### config.mk
export PLATFORM = sky130hd
export DESIGN_NAME = id_allocator_nearest_pick
export DESIGN_NICKNAME = d
export VERILOG_FILES = /design/src/rtl/ida_pkg.sv /design/src/rtl/ida_map.sv /design/src/rtl/ida_clip.sv /design/src/rtl/id_allocator_nearest_pick.sv
export SDC_FILE = /design/constraint.sdc
export NUM_CORES = 1
export LEC_CHECK = 0
export ABC_CLOCK_PERIOD_IN_PS = 7400
export BUFFER_PORTS_ARGS = -buffer_cell sky130_fd_sc_hd__buf_2
export CAP_MARGIN = 40
export CORE_ASPECT_RATIO = 1.25
export CORE_MARGIN = 2
export CORE_UTILIZATION = 45
export DETAILED_ROUTE_END_ITERATION = 10
export PLACE_DENSITY = 0.63
export RECOVER_POWER = 50
export SLEW_MARGIN = 0
export SYNTH_ARGS = -nofsm -noshare
export SYNTH_HDL_FRONTEND = slang
export SYNTH_HIERARCHICAL = 1
export SYNTH_SLANG_ARGS = --single-unit
### constraint.sdc
create_clock -name clk -period 7.4 [get_ports clk]
set_input_delay 2.22 -clock clk [delete_from_list [all_inputs] [get_ports clk]]
set_output_delay 2.22 -clock clk [all_outputs]
set_load 0.01 [all_outputs]
### src/rtl/ida_pkg.sv
// shared types, constants and helper functions for the id allocator with nearest pick
package ida_pkg;

    localparam int ID_COUNT_DEF   = 256;
    localparam int MAX_RADIUS_DEF = 63;

    // field widths
    localparam int ID_W    = 8;
    localparam int COORD_W = 13;
    localparam int VIEW_W  = 14;
    localparam int RAD_W   = 6;
    localparam int XID_W   = 9;
    localparam int PIX_W   = 32;
    localparam int WIN_W   = 7;
    localparam int DIST_W  = 16;
    localparam int CLIP_W  = 16;
    localparam int ACT_W   = 2;
    localparam int IDX_W   = 2;

    // map rows
    localparam int ROW_BITS  = 16;
    localparam int ROW_SHIFT = 4;

    // actions
    localparam logic [ACT_W-1:0] ACT_ALLOC = 2'd0;
    localparam logic [ACT_W-1:0] ACT_FREE  = 2'd1;
    localparam logic [ACT_W-1:0] ACT_PICK  = 2'd2;
    localparam logic [ACT_W-1:0] ACT_PIXEL = 2'd3;

    // register indexes
    localparam logic [IDX_W-1:0] REG_VIEW_LEFT   = 2'd0;
    localparam logic [IDX_W-1:0] REG_VIEW_BOTTOM = 2'd1;
    localparam logic [IDX_W-1:0] REG_VIEW_WIDTH  = 2'd2;
    localparam logic [IDX_W-1:0] REG_VIEW_HEIGHT = 2'd3;

    localparam logic [VIEW_W-1:0] VIEW_WIDTH_RST  = 14'd1920;
    localparam logic [VIEW_W-1:0] VIEW_HEIGHT_RST = 14'd1080;

    // input word layout
    localparam int S_DATA_W = 88;
    localparam int S_ID_LO  = 0;
    localparam int S_PX_LO  = 8;
    localparam int S_PY_LO  = 21;
    localparam int S_RAD_LO = 34;
    localparam int S_XID_LO = 40;
    localparam int S_PIX_LO = 49;

    // output word layout
    localparam int M_DATA_W  = 56;
    localparam int M_USED_W  = 49;
    localparam int M_SUCCESS = 8;
    localparam int M_WX_LO   = 9;
    localparam int M_WY_LO   = 22;
    localparam int M_WW_LO   = 35;
    localparam int M_WH_LO   = 42;

    typedef logic [ROW_BITS-1:0] row_t;

    typedef struct packed {
        logic               empty;
        logic [COORD_W-1:0] x;
        logic [COORD_W-1:0] y;
        logic [WIN_W-1:0]   w;
        logic [WIN_W-1:0]   h;
    } win_t;

    // {found, index of lowest set bit}
    function automatic logic [ROW_SHIFT:0] lowest_set(input row_t v);
        logic [ROW_SHIFT-1:0] idx;
        idx = '0;
        for (int i = ROW_BITS - 1; i >= 0; i--) begin
            if (v[i])
                idx = ROW_SHIFT'(i);
        end
        return {|v, idx};
    endfunction

    // bits of a row whose ids may be handed out
    function automatic row_t alloc_mask(input int row, input int id_count);
        row_t m;
        int   id;
        m = '0;
        for (int b = 0; b < ROW_BITS; b++) begin
            id   = row * ROW_BITS + b;
            m[b] = (id >= 1) && (id <= id_count - 2);
        end
        return m;
    endfunction

    // rows holding at least one id that may be handed out
    function automatic row_t allocable_rows(input int id_count);
        row_t r;
        r = '0;
        for (int row = 0; row < ROW_BITS; row++) begin
            r[row] = |alloc_mask(row, id_count);
        end
        return r;
    endfunction

endpackage

### src/rtl/ida_map.sv
// allocation map ram, one row of ids per entry, with per-row valid flags
module ida_map
    import ida_pkg::*;
#(
    parameter int ROWS   = 16,
    parameter int ROW_AW = 4
) (
    input  logic              clk,
    input  logic              rst_n,
    input  logic              rd_en,
    input  logic [ROW_AW-1:0] rd_addr,
    output row_t              rd_data,
    input  logic              wr_en,
    input  logic [ROW_AW-1:0] wr_addr,
    input  row_t              wr_data
);

    row_t            mem [ROWS];
    row_t            rd_data_reg;
    logic            rd_valid_reg;
    logic [ROWS-1:0] valid_reg;

    always_ff @(posedge clk)
    begin
        if (wr_en)
            mem[wr_addr] <= wr_data;
        if (rd_en)
            rd_data_reg <= mem[rd_addr];
    end

    // a row never written reads as all clear
    always_ff @(posedge clk or negedge rst_n)
    begin
        if (!rst_n)
        begin
            valid_reg    <= '0;
            rd_valid_reg <= 1'b0;
        end
        else
        begin
            if (wr_en)
                valid_reg[wr_addr] <= 1'b1;
            if (rd_en)
                rd_valid_reg <= valid_reg[rd_addr];
        end
    end

    assign rd_data = rd_valid_reg ? rd_data_reg : '0;

endmodule

### src/rtl/ida_clip.sv
// clips the square pick window around a point to the viewport
module ida_clip
    import ida_pkg::*;
#(
    parameter int MAX_RADIUS = MAX_RADIUS_DEF
) (
    input  logic [COORD_W-1:0] point_x,
    input  logic [COORD_W-1:0] point_y,
    input  logic [RAD_W-1:0]   radius,
    input  logic [COORD_W-1:0] view_left,
    input  logic [COORD_W-1:0] view_bottom,
    input  logic [VIEW_W-1:0]  view_width,
    input  logic [VIEW_W-1:0]  view_height,
    output win_t               win
);

    localparam logic [RAD_W-1:0] R_MAX = RAD_W'(MAX_RADIUS);

    logic [RAD_W-1:0]         r;
    logic signed [CLIP_W-1:0] lo_x, hi_x, lo_y, hi_y;
    logic signed [CLIP_W-1:0] lft, rgt, bot, ceil_y;
    logic signed [CLIP_W-1:0] left_x, right_x, low_y, high_y;
    logic signed [CLIP_W-1:0] w, h;

    assign r = (radius > R_MAX) ? R_MAX : radius;

    assign lo_x = $signed({3'b0, point_x}) - $signed({10'b0, r});
    assign hi_x = $signed({3'b0, point_x}) + $signed({10'b0, r}) + 16'sd1;
    assign lo_y = $signed({3'b0, point_y}) - $signed({10'b0, r});
    assign hi_y = $signed({3'b0, point_y}) + $signed({10'b0, r}) + 16'sd1;

    // right and top edges sit at origin plus size
    assign lft    = $signed({3'b0, view_left});
    assign rgt    = $signed({3'b0, view_left}) + $signed({2'b0, view_width});
    assign bot    = $signed({3'b0, view_bottom});
    assign ceil_y = $signed({3'b0, view_bottom}) + $signed({2'b0, view_height});

    assign left_x  = (lo_x < lft) ? lft : lo_x;
    assign right_x = (hi_x > rgt) ? rgt : hi_x;
    assign low_y   = (lo_y < bot) ? bot : lo_y;
    assign high_y  = (hi_y > ceil_y) ? ceil_y : hi_y;

    assign w = right_x - left_x;
    assign h = high_y - low_y;

    assign win.empty = (w <= 16'sd0) || (h <= 16'sd0);
    assign win.x     = left_x[COORD_W-1:0];
    assign win.y     = low_y[COORD_W-1:0];
    assign win.w     = w[WIN_W-1:0];
    assign win.h     = h[WIN_W-1:0];

endmodule

### src/rtl/id_allocator_nearest_pick.sv
// top level: selection id allocator with nearest-hit pick over a streamed window
//
//  channel   dir   handshake                 carries
//  cfg       in    cfg_we                    viewport register writes, no read-back
//  s_*       in    s_tvalid / s_tready       one command or window pixel word
//  m_*       out   m_tvalid / m_tready       allocate, free, pick start and pick answer
//
//  each accepted word is handled in an accept step and an execute step: the accept cycle issues the map row read,
//  the execute step does the read-modify-write of that row and loads the result register
//  the registered read of the map ram sets these steps, and only one word is in flight at a time
//  a word whose result meets a full, untaken result register waits there until it drains
//  reset marks every map row not written, so the map reads as all free at once
//  the viewport registers reset to left 0, bottom 0, width 1920, height 1080
module id_allocator_nearest_pick
    import ida_pkg::*;
#(
    parameter int ID_COUNT   = ID_COUNT_DEF,
    parameter int MAX_RADIUS = MAX_RADIUS_DEF
) (
    input  logic                clk,
    input  logic                rst_n,
    // configuration write port
    input  logic                cfg_we,
    input  logic [IDX_W-1:0]    cfg_index,
    input  logic [VIEW_W-1:0]   cfg_wdata,
    // input words
    input  logic                s_tvalid,
    output logic                s_tready,
    // id_to_free, point_x, point_y, radius, excluded_id, pixel_word, zero fill
    input  logic [S_DATA_W-1:0] s_tdata,
    // action
    input  logic [ACT_W-1:0]    s_tuser,
    // result words
    output logic                m_tvalid,
    input  logic                m_tready,
    // result_id, success, window_x, window_y, window_w, window_h, zero fill
    output logic [M_DATA_W-1:0] m_tdata,
    // pick_done
    output logic                m_tlast
);

    localparam int ROWS   = (ID_COUNT + ROW_BITS - 1) / ROW_BITS;
    localparam int ROW_AW = (ROWS > 1) ? $clog2(ROWS) : 1;
    localparam int CNT_W  = $clog2(2 * MAX_RADIUS + 2);
    localparam logic [ID_W:0] ID_LIMIT = (ID_W + 1)'(ID_COUNT);
    localparam row_t ROW_OK = allocable_rows(ID_COUNT);

    function automatic logic id_ok(input logic [ID_W-1:0] id);
        return {1'b0, id} < ID_LIMIT;
    endfunction

    function automatic logic [ROW_AW-1:0] row_of(input logic [ID_W-1:0] id);
        return id_ok(id) ? id[ROW_SHIFT +: ROW_AW] : '0;
    endfunction

    // viewport registers
    logic [COORD_W-1:0] view_left_reg, view_bottom_reg;
    logic [VIEW_W-1:0]  view_width_reg, view_height_reg;

    // captured word
    logic                busy_reg, busy_next;
    logic [ACT_W-1:0]    act_reg;
    logic [ID_W-1:0]     id_reg;
    logic [COORD_W-1:0]  px_reg, py_reg;
    logic [RAD_W-1:0]    rad_reg;
    logic [XID_W-1:0]    xid_reg;
    logic [ID_W-1:0]     pix_id_reg;
    logic [ROW_AW-1:0]   alloc_row_reg;
    logic                alloc_found_reg;
    logic [DIST_W-1:0]   sq_i_reg, sq_j_reg;

    // pick search state
    logic                active_reg, active_next;
    logic [CNT_W-1:0]    win_w_reg, win_w_next;
    logic [CNT_W-1:0]    win_h_reg, win_h_next;
    logic [CNT_W-1:0]    row_reg, row_next;
    logic [CNT_W-1:0]    col_reg, col_next;
    logic [DIST_W-1:0]   best_dist_reg, best_dist_next;
    logic [ID_W-1:0]     best_id_reg, best_id_next;
    logic [XID_W-1:0]    skip_reg, skip_next;
    // rows with every allocatable id taken
    logic [ROWS-1:0]     full_reg, full_next;

    // result register
    logic                m_valid_reg;
    logic [M_DATA_W-1:0] out_data_reg;
    logic                out_last_reg;

    logic                acc;
    logic [ID_W-1:0]     id_in, pix_in;
    row_t                cand;
    logic [ROW_SHIFT:0]  cand_pick;
    logic                rd_en;
    logic [ROW_AW-1:0]   rd_addr;
    row_t                rdata;
    logic                wr_req;
    logic [ROW_AW-1:0]   wr_addr;
    row_t                wr_data;

    logic signed [CNT_W+1:0]   di, dj;
    logic signed [2*CNT_W+3:0] di_sq, dj_sq;

    win_t                win;
    row_t                amask;
    logic [ROW_SHIFT:0]  alloc_pick;
    logic                free_hit;
    logic [DIST_W-1:0]   pix_dist;
    logic                hit;
    logic                col_last, row_last;
    logic                out_free;
    logic                has_res;
    logic                exec_go;
    logic [ID_W-1:0]     res_id;
    logic                res_ok;
    logic                res_last;
    win_t                res_win;

    assign s_tready = !busy_reg;
    assign acc      = s_tvalid && !busy_reg;
    assign id_in    = s_tdata[S_ID_LO +: ID_W];
    assign pix_in   = s_tdata[S_PIX_LO +: ID_W];

    // lowest row that still has a free allocatable id
    assign cand      = ROW_OK & row_t'(~full_reg);
    assign cand_pick = lowest_set(cand);

    // map row read issued in the accept cycle
    assign rd_en = acc;
    always_comb
    begin
        unique case (s_tuser)
            ACT_ALLOC: rd_addr = cand_pick[ROW_AW-1:0];
            ACT_FREE:  rd_addr = row_of(id_in);
            ACT_PIXEL: rd_addr = row_of(pix_in);
            default:   rd_addr = '0;
        endcase
    end

    // doubled offsets from the window centre, squared ahead of the compare
    assign di    = $signed({1'b0, row_reg, 1'b0}) - $signed({2'b0, win_h_reg});
    assign dj    = $signed({1'b0, col_reg, 1'b0}) - $signed({2'b0, win_w_reg});
    assign di_sq = di * di;
    assign dj_sq = dj * dj;

    ida_map #(
        .ROWS   (ROWS),
        .ROW_AW (ROW_AW)
    ) u_map (
        .clk     (clk),
        .rst_n   (rst_n),
        .rd_en   (rd_en),
        .rd_addr (rd_addr),
        .rd_data (rdata),
        .wr_en   (wr_req && exec_go),
        .wr_addr (wr_addr),
        .wr_data (wr_data)
    );

    ida_clip #(
        .MAX_RADIUS (MAX_RADIUS)
    ) u_clip (
        .point_x     (px_reg),
        .point_y     (py_reg),
        .radius      (rad_reg),
        .view_left   (view_left_reg),
        .view_bottom (view_bottom_reg),
        .view_width  (view_width_reg),
        .view_height (view_height_reg),
        .win         (win)
    );

    assign amask      = alloc_mask(int'(alloc_row_reg), ID_COUNT);
    assign alloc_pick = lowest_set(~rdata & amask);
    assign free_hit   = id_ok(id_reg) && rdata[id_reg[ROW_SHIFT-1:0]];

    assign pix_dist = sq_i_reg + sq_j_reg;
    assign hit  = id_ok(pix_id_reg) && rdata[pix_id_reg[ROW_SHIFT-1:0]]
                  && ({1'b0, pix_id_reg} != skip_reg) && (pix_dist < best_dist_reg);

    assign col_last = (col_reg == win_w_reg - CNT_W'(1));
    assign row_last = (row_reg == win_h_reg - CNT_W'(1));
    assign out_free = !m_valid_reg || m_tready;

    // execute: read-modify-write of the fetched map row and search update
    always_comb
    begin
        active_next    = active_reg;
        win_w_next     = win_w_reg;
        win_h_next     = win_h_reg;
        row_next       = row_reg;
        col_next       = col_reg;
        best_dist_next = best_dist_reg;
        best_id_next   = best_id_reg;
        skip_next      = skip_reg;
        full_next      = full_reg;
        wr_req         = 1'b0;
        wr_addr        = '0;
        wr_data        = rdata;
        has_res        = 1'b0;
        res_id         = '0;
        res_ok         = 1'b0;
        res_last       = 1'b0;
        res_win        = '0;
        if (busy_reg)
        begin
            unique case (act_reg)
                ACT_ALLOC:
                begin
                    has_res = 1'b1;
                    if (alloc_found_reg)
                    begin
                        wr_req  = 1'b1;
                        wr_addr = alloc_row_reg;
                        wr_data = rdata | (row_t'(1) << alloc_pick[ROW_SHIFT-1:0]);
                        full_next[alloc_row_reg] = &(wr_data | ~amask);
                        res_id  = ID_W'({alloc_row_reg, alloc_pick[ROW_SHIFT-1:0]});
                        res_ok  = 1'b1;
                    end
                end
                ACT_FREE:
                begin
                    has_res = 1'b1;
                    if (free_hit)
                    begin
                        wr_req  = 1'b1;
                        wr_addr = row_of(id_reg);
                        wr_data = rdata & ~(row_t'(1) << id_reg[ROW_SHIFT-1:0]);
                        full_next[row_of(id_reg)] = 1'b0;
                        res_ok  = 1'b1;
                    end
                end
                ACT_PICK:
                begin
                    has_res  = 1'b1;
                    row_next = '0;
                    col_next = '0;
                    if (win.empty)
                    begin
                        active_next = 1'b0;
                        win_w_next  = '0;
                        win_h_next  = '0;
                        res_last    = 1'b1;
                    end
                    else
                    begin
                        // a new pick restarts over one still running
                        active_next    = 1'b1;
                        win_w_next     = win.w[CNT_W-1:0];
                        win_h_next     = win.h[CNT_W-1:0];
                        best_dist_next = '1;
                        best_id_next   = '0;
                        skip_next      = xid_reg;
                        res_win        = win;
                        res_win.empty  = 1'b0;
                    end
                end
                ACT_PIXEL:
                begin
                    // a pixel with no pick running is dropped
                    if (active_reg)
                    begin
                        if (hit)
                        begin
                            best_dist_next = pix_dist;
                            best_id_next   = pix_id_reg;
                        end
                        if (col_last)
                        begin
                            col_next = '0;
                            row_next = row_reg + CNT_W'(1);
                        end
                        else
                        begin
                            col_next = col_reg + CNT_W'(1);
                        end
                        if (col_last && row_last)
                        begin
                            has_res     = 1'b1;
                            res_id      = hit ? pix_id_reg : best_id_reg;
                            res_last    = 1'b1;
                            active_next = 1'b0;
                            win_w_next  = '0;
                            win_h_next  = '0;
                            row_next    = '0;
                            col_next    = '0;
                        end
                    end
                end
                default:
                begin
                    has_res = 1'b0;
                end
            endcase
        end
    end

    // hold the word while its result cannot be placed
    assign exec_go = busy_reg && (!has_res || out_free);

    always_comb
    begin
        busy_next = busy_reg;
        if (acc)
            busy_next = 1'b1;
        else if (exec_go)
            busy_next = 1'b0;
    end

    always_ff @(posedge clk or negedge rst_n)
    begin
        if (!rst_n)
        begin
            view_left_reg   <= '0;
            view_bottom_reg <= '0;
            view_width_reg  <= VIEW_WIDTH_RST;
            view_height_reg <= VIEW_HEIGHT_RST;
        end
        else if (cfg_we)
        begin
            unique case (cfg_index)
                REG_VIEW_LEFT:   view_left_reg   <= cfg_wdata[COORD_W-1:0];
                REG_VIEW_BOTTOM: view_bottom_reg <= cfg_wdata[COORD_W-1:0];
                REG_VIEW_WIDTH:  view_width_reg  <= cfg_wdata;
                REG_VIEW_HEIGHT: view_height_reg <= cfg_wdata;
                default:         view_left_reg   <= view_left_reg;
            endcase
        end
    end

    // word capture
    always_ff @(posedge clk)
    begin
        if (acc)
        begin
            act_reg         <= s_tuser;
            id_reg          <= id_in;
            px_reg          <= s_tdata[S_PX_LO +: COORD_W];
            py_reg          <= s_tdata[S_PY_LO +: COORD_W];
            rad_reg         <= s_tdata[S_RAD_LO +: RAD_W];
            xid_reg         <= s_tdata[S_XID_LO +: XID_W];
            pix_id_reg      <= pix_in;
            alloc_row_reg   <= cand_pick[ROW_AW-1:0];
            alloc_found_reg <= cand_pick[ROW_SHIFT];
            sq_i_reg        <= DIST_W'(di_sq);
            sq_j_reg        <= DIST_W'(dj_sq);
        end
    end

    always_ff @(posedge clk or negedge rst_n)
    begin
        if (!rst_n)
        begin
            busy_reg      <= 1'b0;
            active_reg    <= 1'b0;
            win_w_reg     <= '0;
            win_h_reg     <= '0;
            row_reg       <= '0;
            col_reg       <= '0;
            best_dist_reg <= '1;
            best_id_reg   <= '0;
            skip_reg      <= '1;
            full_reg      <= '0;
        end
        else
        begin
            busy_reg <= busy_next;
            if (exec_go)
            begin
                active_reg    <= active_next;
                win_w_reg     <= win_w_next;
                win_h_reg     <= win_h_next;
                row_reg       <= row_next;
                col_reg       <= col_next;
                best_dist_reg <= best_dist_next;
                best_id_reg   <= best_id_next;
                skip_reg      <= skip_next;
                full_reg      <= full_next;
            end
        end
    end

    // result register
    always_ff @(posedge clk or negedge rst_n)
    begin
        if (!rst_n)
            m_valid_reg <= 1'b0;
        else if (exec_go && has_res)
            m_valid_reg <= 1'b1;
        else if (m_tready)
            m_valid_reg <= 1'b0;
    end

    always_ff @(posedge clk)
    begin
        if (exec_go && has_res)
        begin
            out_data_reg <= {{(M_DATA_W - M_USED_W){1'b0}}, res_win.h, res_win.w,
                             res_win.y, res_win.x, res_ok, res_id};
            out_last_reg <= res_last;
        end
    end

    assign m_tvalid = m_valid_reg;
    assign m_tdata  = out_data_reg;
    assign m_tlast  = out_last_reg;

endmodule

==> results.py, run 1 <==
metrics = {
    "finish": {
        "final_cell_area_mm2": 0.0417,
        "largest_register_ffs": 256,
        "nFillCells": 6788,
        "fin_nets": 3816,
        "top_register": "u_map/mem",
        "final_layout_size_suffix_gt1_share_pct": 21.9,
        "finalNonFillerCells": 4441,
        "syn_to_final_growth_pct": 15.9,
    },
    "floorplan": {
        "fp.dieW_um": 257,
        "die_area_mm2": 0.0822,
        "num_io_pins": 170,
        "coreArea_mm2": 0.0790,
        "die_height_um": 320,
        "start_util_pct": 45.5,
        "rows": 115,
    },
    "worst_setup_path": {
        "worst_ep_arrival_time_ps": 7560,
        "cp.required_ps": 7810,
        "r2r_setup_slack_ps": 250,
        "max_stage_delay_ps": 440,
        "r2r-end": "m_tdata[45]",
        "r2r_cells": 35,
        "cp-start-kind": "flop",
        "critPathKind": "reg -> reg",
        "r2r-start": "rad_reg[0]",
        "endpoint_kind": "flop",
        "cpMaxStageDelayCell": "o41ai_4",
        "critical_path.max_fanout": 20,
    },
    "place": {
        "dpl-instance-area_mm2": 0.0391,
        "pre_cts_ws_ps": -458,
        "gp_congestion": 0.903,
        "placed_cells": 4306,
        "port_buffers": 131,
        "place_hpwl_um": 68200,
    },
    "clock_tree": {
        "h-tree-depth": 2,
        "numCtsBuffers": 59,
        "cts.clk_slew.worst_paths_ps": 60,
        "cts_buffer_depth": 3,
        "cts_hold_buf": 0,
        "clk_latency_ps": 670,
        "cts.sinks": 567,
        "clockRootBuffer": "clkbuf_16",
        "cts_tree": "built",
    },
    "yosys": {
        "syn_avg_cell_area_um2": 11.9,
        "yosys-top-cells-count": "edfxtp_1 (416), inv_1 (321), ha_1 (251), nor2_1 (173), nand2_1 (157)",
        "synthCells": 3022,
        "synthTopCellsByArea": "edfxtp_1 (35%), ha_1 (8.7%), dfrtp_1 (8.2%), fa_1 (6.5%), mux4_2 (5.6%)",
        "synth_top_cell_area_share_pct": 34.7,
        "synth_ff_type": "edfxtp_1",
        "synth-seq-cells": 567,
        "synth.most_common_cell": "edfxtp_1",
        "async_flop_share_pct": 26.6,
        "yosysUniqueCellTypes": 95,
        "synth_edf_count": 416,
        "synth.largest_area_cell": "edfxtp_1",
        "yosysWarnings": 6,
        "ys_seq_area_share_pct": 45.4,
        "syn_area_mm2": 0.0360,
    },
    "sta": {
        "period_needed_ps": 7150,
        "finalClockSkew_ps": 45.6,
        "timing.final.crit_share_pct": 96.6,
        "max_freq_ghz": 0.140,
        "max-slew-margin-rel_pct": -239,
        "setup_violations": 0,
        "setup_slack_ps": 251,
        "hold_violations": 0,
        "fin_tns_setup_ps": 0,
        "grt_setup_unrepaired": "true",
        "slew_viol_final": 180,
        "worstMarginPinSlew_ps": 5090,
    },
    "global_route": {
        "grt_max_degree": 88,
        "grtUsageMet2_pct": 39.8,
        "grt_util_met3_pct": 3.03,
        "busiest_layer": "met2",
        "grt_pass1_wl_um": 143000,
        "grt_overflow": 0,
        "grt_usage_pct": 22.4,
        "antenna_found_initial": 6,
        "grt_use_met1_pct": 27.8,
        "grt_pass1_vias": 25600,
    },
    "min_path": {
        "min_to": "best_dist_reg[2]",
        "worstHoldPathCells": 2,
        "holdCritStartpoint": "best_dist_reg[2]",
        "hp-class": "reg -> reg",
    },
    "detailed_routing": {
        "wire_per_inst_um": 20.9,
        "vias_per_cell": 5.55,
        "drtIter0Drc": 1650,
        "wl_um": 92600,
        "vias": 24700,
        "postRouteAntennaNets": 0,
        "drc": 0,
        "drt_first_pass_iters": 5,
    },
    "run_status": {
        "violations": "capacitance limit, slew limit",
        "status": "finished with violations",
    },
    "run": {
        "maxCapViolCount": 3,
    },
}
## cells by family (layout without fill, tap and decap cells)
logic type	after synthesis	count (layout)	share of synthesized area (%)
AO/OA/AOI/OAI	523	524	9.71
flip-flops	567	567	45.4
buffers and inverters	423	778	4.80
other	2	12	0.0209
XOR/XNOR	156	156	3.80
multiplexers	256	256	10.7
AND/OR/NAND/NOR	726	726	10.3
adder cells (fa/ha/maj)	369	369	15.3
## layout make-up
cell class / instances / area [um^2] / area share (%)
antenna: 3 / 7.51 / 0.0180
clock buffer: 71 / 1540 / 3.70
clock inverter: 38 / 393 / 0.942
inverter: 327 / 1230 / 2.95
multi-input combinational: 2040 / 18600 / 44.7
sequential: 567 / 16300 / 39.1
tap: 1053 / 1320 / 3.16
timing repair buffer: 342 / 2250 / 5.39
## metrics by stage
step | utilization (%) | hold slack [ps]
6_report | 52.8 | 463
5_1_grt | 52.8 | 477
4_1_cts | 52.1 | 464
3_5_place_dp | 49.5 | 451
3_3_place_gp | 49.4 | 445
2_1_floorplan | - | 429
## per-layer routing
layer / vias to the layer above / wire length, um
li1: 11500 / -
met5: - / 33
met4: 4 / 3740
met1: 12400 / 37500
met2: 616 / 47000
met3: 192 / 4290
## timing repair
item	4_1_cts	5_1_grt
gates cloned	0	2
endpoints found under the setup margin	88	91
resized for setup	26	123
setup buffers	3	18
pin swaps	8	35
## worst max path at each step
stage	startpoint	end	slack (ps)	cells after the start
3_3_place_gp	rad_reg[0]	best_id_reg[5]	-350	38
5_1_grt	px_reg[0]	m_tdata[45]	-100	35
6_report	rad_reg[0]	m_tdata[45]	250	35
4_1_cts	rad_reg[0]	best_id_reg[5]	-0.1	38
2_1_floorplan	rad_reg[1]	best_dist_reg[0]	130	33
3_5_place_dp	rad_reg[0]	best_id_reg[5]	-460	38
## critical path: cells and delay by family, from the launching register on
family	cells	cell delay, ps
buf+inv	8	1140
simple gates	7	860
mux	2	420
fa+ha+maj	5	1500
compound gates	12	2390
flops	1	370
xor+xnor	1	210
## cell usage in the layout, fill, tap and decap left out, types with 22 or more instances in the layout
cell type  count
a21o_1        56
a21oi_1       95
and2_1        63
buf_2         83
buf_4        175
clkbuf_1      75
clkbuf_16     59
dfrtp_1      116
dfstp_2       33
edfxtp_1     416
fa_1         113
ha_1         241
inv_1        316
mux2_2        73
mux2i_1       65
mux4_2        90
nand2_1      157
nand2b_1      38
nand3_1       46
nand4_1       37
nor2_1       164
nor2b_1       35
nor3_1        36
o211ai_1      31
o21a_1        31
o21ai_0       78
o21ai_1       49
or2_2         25
or3_1         22
xnor2_1      100
xor2_1        47
Power of run 1 is not shown: default switching activity piles up to over one toggle a cycle in this logic, so the estimate is an artifact.
==> run 2: changes to the inputs <==
--- a/config.mk
+++ b/config.mk
@@ -14,8 +14,7 @@
 export DETAILED_ROUTE_END_ITERATION = 10
 export PLACE_DENSITY = 0.63
 export RECOVER_POWER = 50
-export SLEW_MARGIN = 0
+export SLEW_MARGIN = 30
 export SYNTH_ARGS = -nofsm -noshare
 export SYNTH_HDL_FRONTEND = slang
-export SYNTH_HIERARCHICAL = 1
 export SYNTH_SLANG_ARGS = --single-unit
==> constraint.sdc (replaced) <==
create_clock -name clk -period 7.4 [get_ports clk]
set_input_delay 1.48 -clock clk [delete_from_list [all_inputs] [get_ports clk]]
set_output_delay 1.48 -clock clk [all_outputs]
set_load 0.01 [all_outputs]
==> run 2 against run 1 <==
The run still ends with capacitance limit, slew limit left. Clock-buffer cell count fell by 3. Synthesized area rose by 2.2%. Register-to-register slack got worse by 210 ps. Critical path type unchanged.
==> results.py, run 2 <==
metrics = {
    "yosys": {
        "yosysWarnings": 0,
        "synth.largest_area_cell": "edfxtp_1",
        "yosys-top-cells-count": "edfxtp_1 (416), inv_1 (285), nand2_1 (275), ha_1 (250), nor2_1 (237)",
        "synth_ff_type": "edfxtp_1",
        "synth-seq-cells": 567,
        "async_flop_share_pct": 26.6,
        "synthCells": 3395,
        "synthTopCellsByArea": "edfxtp_1 (34%), ha_1 (8.5%), dfrtp_1 (8.0%), fa_1 (6.4%), mux2_2 (3.1%)",
        "synth_edf_count": 416,
        "ys_seq_area_share_pct": 44.4,
        "syn_avg_cell_area_um2": 10.8,
        "synth_top_cell_area_share_pct": 34.0,
        "yosysUniqueCellTypes": 106,
        "syn_area_mm2": 0.0368,
        "synth.most_common_cell": "edfxtp_1",
    },
    "worst_setup_path": {
        "critical_path.max_fanout": 7,
        "cpMaxStageDelayCell": "edfxtp_1",
        "cp-start-kind": "flop",
        "worst-path-buf-inv": 7,
        "endpoint_kind": "flop",
        "max_stage_delay_ps": 520,
        "critPathKind": "reg -> reg",
        "critical_path_depth": 37,
        "worst_ep_arrival_time_ps": 7920,
        "cp_top_family": "compound AO/OA/AOI/OAI gates",
        "cp.required_ps": 7950,
        "r2r_cells": 37,
    },
    "sta": {
        "setup_violations": 0,
        "slew_viol_final": 284,
        "whs_ps": 459,
        "hold_violations": 0,
        "fin_tns_setup_ps": 0,
        "max_freq_ghz": 0.136,
        "timing.final.crit_share_pct": 99.5,
        "worstMarginPinSlew_ps": 3960,
        "period_needed_ps": 7360,
        "finalClockSkew_ps": 88.7,
        "max-slew-margin-rel_pct": -164,
        "grt_setup_unrepaired": "true",
    },
    "global_route": {
        "grt_usage_pct": 22.7,
        "grt_pass1_vias": 26900,
        "grt_pass1_wl_um": 149000,
        "grt_overflow": 0,
        "grt_max_degree": 135,
        "antenna_found_initial": 6,
    },
    "run_status": {
        "status": "finished with violations",
        "violations": "capacitance limit, slew limit",
    },
    "clock_tree": {
        "clockRootBuffer": "clkbuf_16",
        "cts_buffer_depth": 3,
        "cts.clk_slew.worst_paths_ps": 70,
        "h-tree-depth": 2,
        "cts_tree": "built",
        "cts.sinks": 567,
        "numCtsBuffers": 58,
        "clk_latency_ps": 690,
    },
    "finish": {
        "syn_to_final_growth_pct": 19.3,
        "largest_register_ffs": 256,
        "utilization_pct": 54.0,
        "fin_nets": 4288,
        "final_cell_mix": "edfxtp_1 (416), buf_4 (302), inv_1 (279)",
        "top_register": "u_map.mem",
        "nFillCells": 7173,
        "layout_commonest_cell": "edfxtp_1",
        "final_layout_size_suffix_gt1_share_pct": 21.9,
    },
    "min_path": {
        "hp-class": "reg -> reg",
        "worstHoldPathCells": 1,
    },
    "floorplan": {
        "num_io_pins": 170,
        "die_height_um": 324,
        "fp.dieW_um": 260,
        "die_area_mm2": 0.0840,
        "start_util_pct": 45.2,
        "coreArea_mm2": 0.0812,
        "rows": 117,
    },
    "detailed_routing": {
        "wl_um": 97200,
        "vias_per_cell": 5.54,
        "drt_first_pass_iters": 5,
        "vias": 27300,
        "drtIter0Drc": 1660,
        "drc": 0,
        "postRouteAntennaNets": 0,
        "wire_per_inst_um": 19.7,
    },
    "place": {
        "place_hpwl_um": 69500,
        "port_buffers": 131,
        "gp_congestion": 0.950,
    },
    "run": {
        "maxCapViolCount": 4,
    },
}
## run 2: cell types whose count changed after synthesis, sizes merged, moves of 18 or more
cell | previous run | this run
a31oi | 16 | 55
mux2i | 71 | 95
o21ai | 135 | 175
clkbuf | 54 | 92
mux4 | 93 | 7
a211oi | 14 | 56
xnor2 | 106 | 128
inv | 327 | 288
nand3 | 48 | 66
o22ai | 3 | 44
nand2 | 157 | 275
nor2 | 175 | 240
a221o | 0 | 20
## run 2: final cells by class
class	count	area, um^2	share of cell area [%]
Multi-Input combinational cell	2403	19700	44.9
Inverter	293	1100	2.51
Clock inverter	42	430	0.981
Antenna cell	4	10.0	0.0228
Sequential cell	567	16300	37.2
Timing Repair Buffer	486	3450	7.87
Clock buffer	68	1520	3.46
Tap cell	1071	1340	3.05
## run 2: stage by stage
step                setup slack, ps  cells  cell area [um^2]
finish                         39.6   4934             43900
global route                   -267   4934             43900
CTS                            1.98   4892             42900
detailed placement             -571   4775             40700
global placement               -508   4768             40600
floorplan                      74.1   3403             36800
## run 2: final timing paths
check | startpoint | to | slack [ps]
max | py_reg[1] | best_id_reg[7] | 40
min | u_map.valid_reg[2] | u_map.valid_reg[2] | 460
max reg2reg | py_reg[1] | best_id_reg[7] | 40
min reg2reg | u_map.valid_reg[2] | u_map.valid_reg[2] | 460
max in group asynchronous | rst_n | view_bottom_reg[6] | 1120
min in group asynchronous | rst_n | full_reg[6] | 970
## run 2: routing by layer
| layer | vias to the layer above | wire length [um] | track usage [%] | share of wire [%] |
|---|---|---|---|---|
| li1 | 13000 | - | - | - |
| met1 | 13500 | 40100 | 28.8 | 41 |
| met2 | 634 | 49000 | 39.7 | 50 |
| met3 | 190 | 4390 | 3.04 | 4.5 |
| met4 | 0 | 3620 | 8.19 | 3.7 |
| met5 | - | 0 | 0 | 0 |
## run 2: worst register-to-register path, delay by kind of cell, from the launching register on
kind,cells,cell delay (ps)
compound gates,14,2570
mux,2,410
flops,1,520
fa+ha+maj,4,880
simple gates,10,1900
buf+inv,7,970
## run 2: logic make-up (layout without fill, tap and decap cells)
logic type / count (synthesis) / in the layout / synth area share [%]
fa+ha+maj: 368 / 368 / 14.9
other cells: 1 / 13 / 0.0102
simple gates: 928 / 928 / 12.3
flops: 567 / 567 / 44.4
mux: 206 / 206 / 6.22
compound gates: 702 / 702 / 12.9
buf+inv: 433 / 889 / 4.68
xor+xnor: 190 / 190 / 4.62
## run 2: timing repair
item | in CTS | in global routing
endpoints found under the setup margin | 72 | 90
buffers inserted | 7 | 31
gates resized for setup | 33 | 182
gates cloned | 0 | 3
pin swaps | 14 | 88
hold buffers | 0 | 0
hold endpoints to repair | 0 | 0
Power of run 2 is left out for the same reason.
